### src/hw/rtl/depq_pkg.sv
// Package for the double-ended priority queue: widths, codes, request and
// response structures, and the control group that drives the cell row.
// No dependencies.
`timescale 1ns / 1ps

package depq_pkg;

    // Field widths and default depth.
    localparam int PRIO_W       = 16;
    localparam int TAG_W        = 8;
    localparam int CMD_W        = 3;
    localparam int STATUS_W     = 2;
    localparam int FILL_W       = 5;
    localparam int CAPACITY_DEF = 16;

    // Command codes.
    localparam logic [CMD_W-1:0] CMD_INSERT   = 3'd0;
    localparam logic [CMD_W-1:0] CMD_DEL_MIN  = 3'd1;
    localparam logic [CMD_W-1:0] CMD_DEL_MAX  = 3'd2;
    localparam logic [CMD_W-1:0] CMD_PEEK_MIN = 3'd3;
    localparam logic [CMD_W-1:0] CMD_PEEK_MAX = 3'd4;

    // Status codes.
    localparam logic [STATUS_W-1:0] STATUS_OK    = 2'd0;
    localparam logic [STATUS_W-1:0] STATUS_EMPTY = 2'd1;
    localparam logic [STATUS_W-1:0] STATUS_FULL  = 2'd2;

    // Cell operations broadcast along the row.
    localparam int CELL_OP_W = 2;
    localparam logic [CELL_OP_W-1:0] CELL_HOLD   = 2'd0;
    localparam logic [CELL_OP_W-1:0] CELL_INSERT = 2'd1;
    localparam logic [CELL_OP_W-1:0] CELL_SHIFT  = 2'd2;
    localparam logic [CELL_OP_W-1:0] CELL_TRIM   = 2'd3;

    typedef struct packed {
        logic signed [PRIO_W-1:0] prio;
        logic [TAG_W-1:0]         tag;
    } depq_entry_t;

    typedef struct packed {
        logic [CMD_W-1:0]         command;
        logic signed [PRIO_W-1:0] key_priority;
        logic [TAG_W-1:0]         entry_tag;
    } depq_req_t;

    typedef struct packed {
        logic [STATUS_W-1:0]      status;
        logic signed [PRIO_W-1:0] out_priority;
        logic [TAG_W-1:0]         out_tag;
        logic [FILL_W-1:0]        fill_level;
    } depq_rsp_t;

    typedef struct packed {
        logic [CELL_OP_W-1:0] op;
        depq_entry_t          new_entry;
    } depq_cell_ctrl_t;

endpackage

### src/hw/rtl/depq_cell.sv
// One cell of the sorted row: holds a single entry and its valid bit.
// Depends on depq_pkg.
`timescale 1ns / 1ps

module depq_cell (
    input  logic                     clk,
    input  logic                     rst_n,
    input  depq_pkg::depq_cell_ctrl_t ctrl,
    input  depq_pkg::depq_entry_t     left_entry,
    input  logic                     left_valid,
    input  logic                     left_after,
    input  depq_pkg::depq_entry_t     right_entry,
    input  logic                     right_valid,
    output depq_pkg::depq_entry_t     entry,
    output logic                     valid,
    output logic                     after
);
    import depq_pkg::*;

    depq_entry_t entry_reg;
    depq_entry_t entry_next;
    logic        valid_reg;
    logic        valid_next;

    // The new entry goes behind this cell when the held priority is strictly higher.
    assign after = valid_reg && (entry_reg.prio > ctrl.new_entry.prio);

    // Next contents depend on the broadcast operation and the neighbours.
    always_comb
    begin
        entry_next = entry_reg;
        valid_next = valid_reg;
        case (ctrl.op)
            CELL_INSERT:
            begin
                valid_next = left_valid;
                if (!after)
                begin
                    entry_next = left_after ? ctrl.new_entry : left_entry;
                end
            end
            CELL_SHIFT:
            begin
                entry_next = right_entry;
                valid_next = right_valid;
            end
            CELL_TRIM:
            begin
                valid_next = valid_reg && right_valid;
            end
            default:
            begin
                entry_next = entry_reg;
                valid_next = valid_reg;
            end
        endcase
    end

    // Valid bit is control state and is cleared by reset.
    always_ff @(posedge clk or negedge rst_n)
    begin
        if (!rst_n)
        begin
            valid_reg <= 1'b0;
        end
        else
        begin
            valid_reg <= valid_next;
        end
    end

    // Entry payload needs no reset.
    always_ff @(posedge clk)
    begin
        entry_reg <= entry_next;
    end

    assign entry = entry_reg;
    assign valid = valid_reg;

endmodule

### src/hw/rtl/double_ended_priority_queue.sv
// Top level of the double-ended priority queue: command decode, the row of
// sorted cells and the response register. Depends on depq_pkg and depq_cell.
//
//   channel | valid     | stall     | payload
//   --------+-----------+-----------+------------------------------------
//   request | req_valid | req_stall | req_data  (command, priority, tag)
//   result  | rsp_valid | rsp_stall | rsp_data  (status, priority, tag, fill)
//
// For every request the whole row of cells updates at the edge
// that accepts it, and the response is registered at the same edge.
// A new request is taken while the previous response waits, unless that
// response is stalled; then req_stall is raised until it is taken.
// Reset clears the valid bit of every cell and the fill count at once.
`timescale 1ns / 1ps

module double_ended_priority_queue #(
    parameter int CAPACITY = depq_pkg::CAPACITY_DEF
) (
    input  logic                clk,
    input  logic                rst_n,
    input  logic                req_valid,
    output logic                req_stall,
    input  depq_pkg::depq_req_t req_data,
    output logic                rsp_valid,
    input  logic                rsp_stall,
    output depq_pkg::depq_rsp_t rsp_data
);
    import depq_pkg::*;

    localparam int CNT_W = $clog2(CAPACITY + 1);

    logic [CNT_W-1:0] count_reg;
    logic [CNT_W-1:0] count_next;
    logic             rsp_valid_reg;
    logic             rsp_valid_next;
    depq_rsp_t        rsp_reg;
    depq_rsp_t        rsp_next;
    logic             accept;
    logic             full;
    logic             empty;
    depq_cell_ctrl_t  ctrl;
    depq_entry_t      min_entry;

    depq_entry_t cell_entry [CAPACITY];
    logic [CAPACITY-1:0] cell_valid;
    logic [CAPACITY-1:0] cell_after;

    assign req_stall = rsp_valid_reg && rsp_stall;
    assign accept    = req_valid && !req_stall;
    assign full      = (count_reg == CNT_W'(CAPACITY));
    assign empty     = (count_reg == '0);

    // Row of cells, highest priority in cell 0.
    for (genvar i = 0; i < CAPACITY; i++)
    begin : g_cell
        depq_entry_t left_e;
        logic        left_v;
        logic        left_a;
        depq_entry_t right_e;
        logic        right_v;

        if (i == 0)
        begin : g_first
            assign left_e = ctrl.new_entry;
            assign left_v = 1'b1;
            assign left_a = 1'b1;
        end
        else
        begin : g_inner_left
            assign left_e = cell_entry[i-1];
            assign left_v = cell_valid[i-1];
            assign left_a = cell_after[i-1];
        end

        if (i == CAPACITY - 1)
        begin : g_last
            assign right_e = cell_entry[i];
            assign right_v = 1'b0;
        end
        else
        begin : g_inner_right
            assign right_e = cell_entry[i+1];
            assign right_v = cell_valid[i+1];
        end

        depq_cell u_cell (
            .clk         (clk),
            .rst_n       (rst_n),
            .ctrl        (ctrl),
            .left_entry  (left_e),
            .left_valid  (left_v),
            .left_after  (left_a),
            .right_entry (right_e),
            .right_valid (right_v),
            .entry       (cell_entry[i]),
            .valid       (cell_valid[i]),
            .after       (cell_after[i])
        );
    end

    // The minimum sits in the last valid cell; each cell gates its own entry.
    always_comb
    begin
        min_entry = '0;
        for (int i = 0; i < CAPACITY; i++)
        begin
            if (cell_valid[i] && ((i == CAPACITY - 1) || !cell_valid[(i + 1) % CAPACITY]))
            begin
                min_entry = min_entry | cell_entry[i];
            end
        end
    end

    // Command decode: cell operation, new count and the response.
    always_comb
    begin
        ctrl.op                  = CELL_HOLD;
        ctrl.new_entry.prio      = req_data.key_priority;
        ctrl.new_entry.tag       = req_data.entry_tag;
        count_next               = count_reg;
        rsp_next.status          = STATUS_OK;
        rsp_next.out_priority    = '0;
        rsp_next.out_tag         = '0;
        case (req_data.command)
            CMD_INSERT:
            begin
                if (full)
                begin
                    rsp_next.status = STATUS_FULL;
                end
                else
                begin
                    ctrl.op    = CELL_INSERT;
                    count_next = count_reg + 1'b1;
                end
            end
            CMD_DEL_MIN, CMD_DEL_MAX, CMD_PEEK_MIN, CMD_PEEK_MAX:
            begin
                if (empty)
                begin
                    rsp_next.status = STATUS_EMPTY;
                end
                else
                begin
                    if (req_data.command inside {CMD_DEL_MIN, CMD_PEEK_MIN})
                    begin
                        rsp_next.out_priority = min_entry.prio;
                        rsp_next.out_tag      = min_entry.tag;
                    end
                    else
                    begin
                        rsp_next.out_priority = cell_entry[0].prio;
                        rsp_next.out_tag      = cell_entry[0].tag;
                    end
                    if (req_data.command == CMD_DEL_MIN)
                    begin
                        ctrl.op    = CELL_TRIM;
                        count_next = count_reg - 1'b1;
                    end
                    else if (req_data.command == CMD_DEL_MAX)
                    begin
                        ctrl.op    = CELL_SHIFT;
                        count_next = count_reg - 1'b1;
                    end
                end
            end
            default:
            begin
                rsp_next.status = STATUS_OK;
            end
        endcase
        rsp_next.fill_level = FILL_W'(count_next);
        if (!accept)
        begin
            ctrl.op    = CELL_HOLD;
            count_next = count_reg;
        end
    end

    // Response valid flag: set by an accepted request, cleared when taken.
    always_comb
    begin
        rsp_valid_next = rsp_valid_reg && rsp_stall;
        if (accept)
        begin
            rsp_valid_next = 1'b1;
        end
    end

    // Control registers.
    always_ff @(posedge clk or negedge rst_n)
    begin
        if (!rst_n)
        begin
            count_reg     <= '0;
            rsp_valid_reg <= 1'b0;
        end
        else
        begin
            count_reg     <= count_next;
            rsp_valid_reg <= rsp_valid_next;
        end
    end

    // Response payload, loaded only by an accepted request.
    always_ff @(posedge clk)
    begin
        if (accept)
        begin
            rsp_reg <= rsp_next;
        end
    end

    assign rsp_valid = rsp_valid_reg;
    assign rsp_data  = rsp_reg;

endmodule

### config.mk
export PLATFORM = sky130hd
export DESIGN_NAME = double_ended_priority_queue
export DESIGN_NICKNAME = d
export VERILOG_FILES = /design/src/hw/rtl/depq_pkg.sv /design/src/hw/rtl/depq_cell.sv /design/src/hw/rtl/double_ended_priority_queue.sv
export SDC_FILE = /design/constraint.sdc
export NUM_CORES = 1
export LEC_CHECK = 0
export ABC_CLOCK_PERIOD_IN_PS = 4210
export BUFFER_PORTS_ARGS = -buffer_cell sky130_fd_sc_hd__buf_2
export CAP_MARGIN = 20
export CORE_UTILIZATION = 45
export DETAILED_ROUTE_END_ITERATION = 8
export PLACE_DENSITY_LB_ADDON = 0.3
export SETUP_SLACK_MARGIN = 0.3
export SYNTH_ARGS = -nofsm -noshare
export SYNTH_HDL_FRONTEND = slang
export SYNTH_SLANG_ARGS = --single-unit
### constraint.sdc
create_clock -name clk -period 4.21 [get_ports clk]
set_input_delay 0.842 -clock clk [delete_from_list [all_inputs] [get_ports clk]]
set_output_delay 0.842 -clock clk [all_outputs]
set_load 0.01 [all_outputs]
==> run_results.csv <==
group,metric,value,unit
logic_synthesis,syn_nets,3232,
floorplanning,start_util,45.6,%
global_route,grt_use_met2,55.9,%
logic_synthesis,synth-seq-area-share,45.2,%
placed_design,post_dp_cell_area,30900,um^2
timing,fin_crit,3.49,ns
routing,drt-total-wl,119000,um
placed_design,place_ws,0.134,ns
routing,via_count,27200,
final_layout,final_cell_mix,"nand2_1 (455), edfxtp_1 (415), nand3_1 (381), o211ai_1 (335), ha_1 (258)",
timing,tightest_slew,0.984,ns
critical_path,crit_type,"input port to flop",
timing,final_hold_viol_count,0,
placed_design,place.detailed.hpwl,84900,um
critical_path,cp_num_cells,11,
final_layout,drive_gt1_share,12.5,%
logic_synthesis,yosys_most_used_dff,"edfxtp_1",
global_route,grt_max_degree,75,
timing,fin_ws,0.716,ns
critical_path,worstPathCellList,"buf_2, inv_1, buf_4, ha_1, nand4_1, a2111oi_0, nor4_1, mux2i_4, buf_4, nand3_1, o211ai_1",
routing,vias_per_cell,7.05,
clock_tree,clkTransAtPathRegs,0.06,ns
timing,finalCritPeriodShare,83.0,%
logic_synthesis,synthArstFlopShare,5.03,%
global_route,grt_usage,36.4,%
clock_tree,cts_sinks,437,
timing,slew_viol_final,0,
critical_path,cp_slowest_cell,"a2111oi_0",
floorplanning,core.rowCount,92,
critical_path,crit_top_cell,"buf_4",
pwr,leakagePower,11.9,nW
worst_hold_path,hold_class,"input port to async pin",
routing,detail_route.first_pass.iterations,7,
logic_synthesis,netlist_area,28800,um^2
timing,finClkSkew,0.0213,ns
final_layout,post-route-util,51.4,%
pwr,intPower,0.0104,W
timing,setup_tns,0,ns
clock_tree,root_buffer,"clkbuf_16",
logic_synthesis,avgSynthCellArea,9.79,um^2
logic_synthesis,yosysTopAreaCell,"edfxtp_1",
logic_synthesis,yosys_warnings,0,
final_layout,fill_cells,5647,
critical_path,critPathArrivalTime,3.94,ns
global_route,grt_pass1_vias,25800,
floorplanning,dieArea,65000,um^2
floorplanning,fp.coreArea,63200,um^2
job,maxCapViolCount,0,
routing,drc,0,
clock_tree,numCtsBuffers,52,
final_layout,areaGrowthSynthToFinish,12.9,%
logic_synthesis,ys_ff_latch,437,
pwr,power.switching,0.00695,W
global_route,gr-total-overflow,0,
global_route,antenna_found_initial,3,
logic_synthesis,yosysUniqueCellTypes,56,
global_route,top_usage_layer,"met2",
pwr,comb_power_share,38.8,%
critical_path,crit_required,4.65,ns
global_route,use_met1,45.9,%
clock_tree,ctsHoldBuffers,0,
routing,drtIter0Drc,4595,
floorplanning,die-height,255,um
final_layout,layout_commonest_cell,"nand2_1",
critical_path,setup.worst_path.end_class,"flop",
placed_design,gp_congestion,1.04,
placed_design,io_buffers,63,
final_layout,largest_reg_flops,384,
clock_tree,post_cts_resized,0,
logic_synthesis,synth_area_leaders,"edfxtp_1 (43%), ha_1 (11%), o211ai_1 (8.7%), nand3_1 (6.6%), nand2_1 (5.9%)",
routing,ant_nets,0,
logic_synthesis,synth_enable_flop_cells,415,
timing,rsz0062_at_grt,"no",
critical_path,worst-r2r-cell-count,8,
clock_tree,cts_max_level,2,
global_route,grt_pass1_wl,172000,um
logic_synthesis,synth_top_area_share,43.3,%
pwr,ir_drop,0.000300,V
pwr,seqPwrFrac,35.1,%
critical_path,cpPeakStageDelay,0.63,ns
critical_path,worstPathMaxFanout,32,
pwr,power.density,535,nW/um^2
routing,wire_per_inst,30.9,um
timing,maxSlewHeadroom,34.1,%
critical_path,start_kind,"input port",
status,status,"finished, final reports clean",
critical_path,crit_buf_inv,4,
clock_tree,cts_tree,"yes",
timing,timing.fmax,286,MHz
clock_tree,post_cts_buffers,0,
critical_path,critPathTopFamily,"buffers and inverters",
final_layout,fin_area,32500,um^2
clock_tree,clkLatencyLatePin,0.62,ns
final_layout,fin_nets,3256,
floorplanning,io_pins,64,
pwr,clock_power_share,26.1,%
floorplanning,die_w,255,um
pwr,sw_frac_of_total,40.0,%
logic_synthesis,synth_cells,2943,
clock_tree,clock_path_buffers,3,
global_route,use_met3,9.55,%
timing,setup_viol,0,
==> final cells by class <==
type                       count  area, um^2  area share, %
tap                          846        1060           3.26
sequential                   437       13000           40.0
multi-input combinational   2210       14900           45.7
antenna                        1        2.50        0.00770
clock inverter                26         240          0.739
inverter                      49         184          0.566
clock buffer                  68        1410           4.34
timing repair buffer         217        1730           5.33
==> through the flow <==
step / power (W) / cells / hold WS (ns)
after global placement: 0.0124 / 3759 / 0.503
after CTS: 0.0171 / 3853 / 0.227
after global routing: 0.0179 / 3853 / 0.275
after detailed placement: 0.0126 / 3759 / 0.524
after floorplan: 0.00989 / 2943 / 0.497
final: 0.0174 / 3854 / 0.245
==> cells by family (layout without fill, tap and decap cells) <==
logic type      after synthesis  count (layout)  share of synthesized area, %
xor+xnor                      3               3                        0.0912
mux                          37              37                          1.40
fa+ha+maj                   258             258                          11.2
flops                       437             437                          45.2
simple gates               1075            1075                          17.2
compound gates              837             837                          21.0
other cells                   0               1                             0
buf+inv                     296             360                          3.97
==> layer usage <==
layer,wire length [um],part of all wire (%),vias to the layer above
met5,13,0.011,-
li1,-,-,11600
met2,52200,44,2101
met1,42900,36,13100
met3,15400,13,448
met4,8420,7.1,2
==> cell usage after synthesis (8+ instances only) <==
cell type / n
a2111oi_0: 24
o221ai_1: 14
nand4_1: 80
a21oi_1: 118
buf_2: 10
o22ai_1: 14
dfrtp_1: 22
o211ai_2: 9
nor2_1: 71
a222oi_1: 8
a221oi_1: 26
a22o_1: 10
and3_1: 8
nor3_1: 9
nand3_1: 381
a211oi_1: 15
nor4_1: 11
ha_1: 258
mux2_2: 26
o41ai_1: 11
o21ai_0: 52
buf_1: 20
clkbuf_1: 214
edfxtp_1: 415
nor2b_1: 38
o211ai_1: 335
nand2_1: 456
mux2i_1: 11
a22oi_1: 122
a31oi_1: 10
a21o_1: 49
inv_1: 49
o221a_2: 9
==> worst paths after layout <==
path	from	endpoint	slack [ns]
min	rst_n	count_reg[0]	0.25
min reg2reg	rsp_valid	rsp_valid	0.53
max reg2reg	g_cell[2].u_cell.entry[9]	g_cell[2].u_cell.entry[18]	0.95
max in group asynchronous	rst_n	g_cell[13].u_cell.valid	3.55
min in group clk	req_valid	rsp_valid	0.43
max	req_data[23]	g_cell[4].u_cell.entry[11]	0.72
==> worst register-to-register path: stages, from the launching register on <==
cell and delay [ns]:
edfxtp_1 0.52, ha_1 0.34, nor2b_1 0.13, o211ai_1 0.36, a2111oi_0 0.19, nor4_1 0.59, mux2i_4 0.37, a21o_1 0.16
buf_4 0.28
==> power groups by stage <==
stage          clock, W  sequential [W]  combinational [W]
6_report        0.00454         0.00610            0.00675
5_1_grt         0.00473         0.00613            0.00705
4_1_cts         0.00458         0.00607            0.00647
3_5_place_dp          0         0.00616            0.00645
3_3_place_gp          0         0.00615            0.00628
2_1_floorplan         0         0.00589            0.00400
Note: power is estimated with default switching activity, not from simulation.
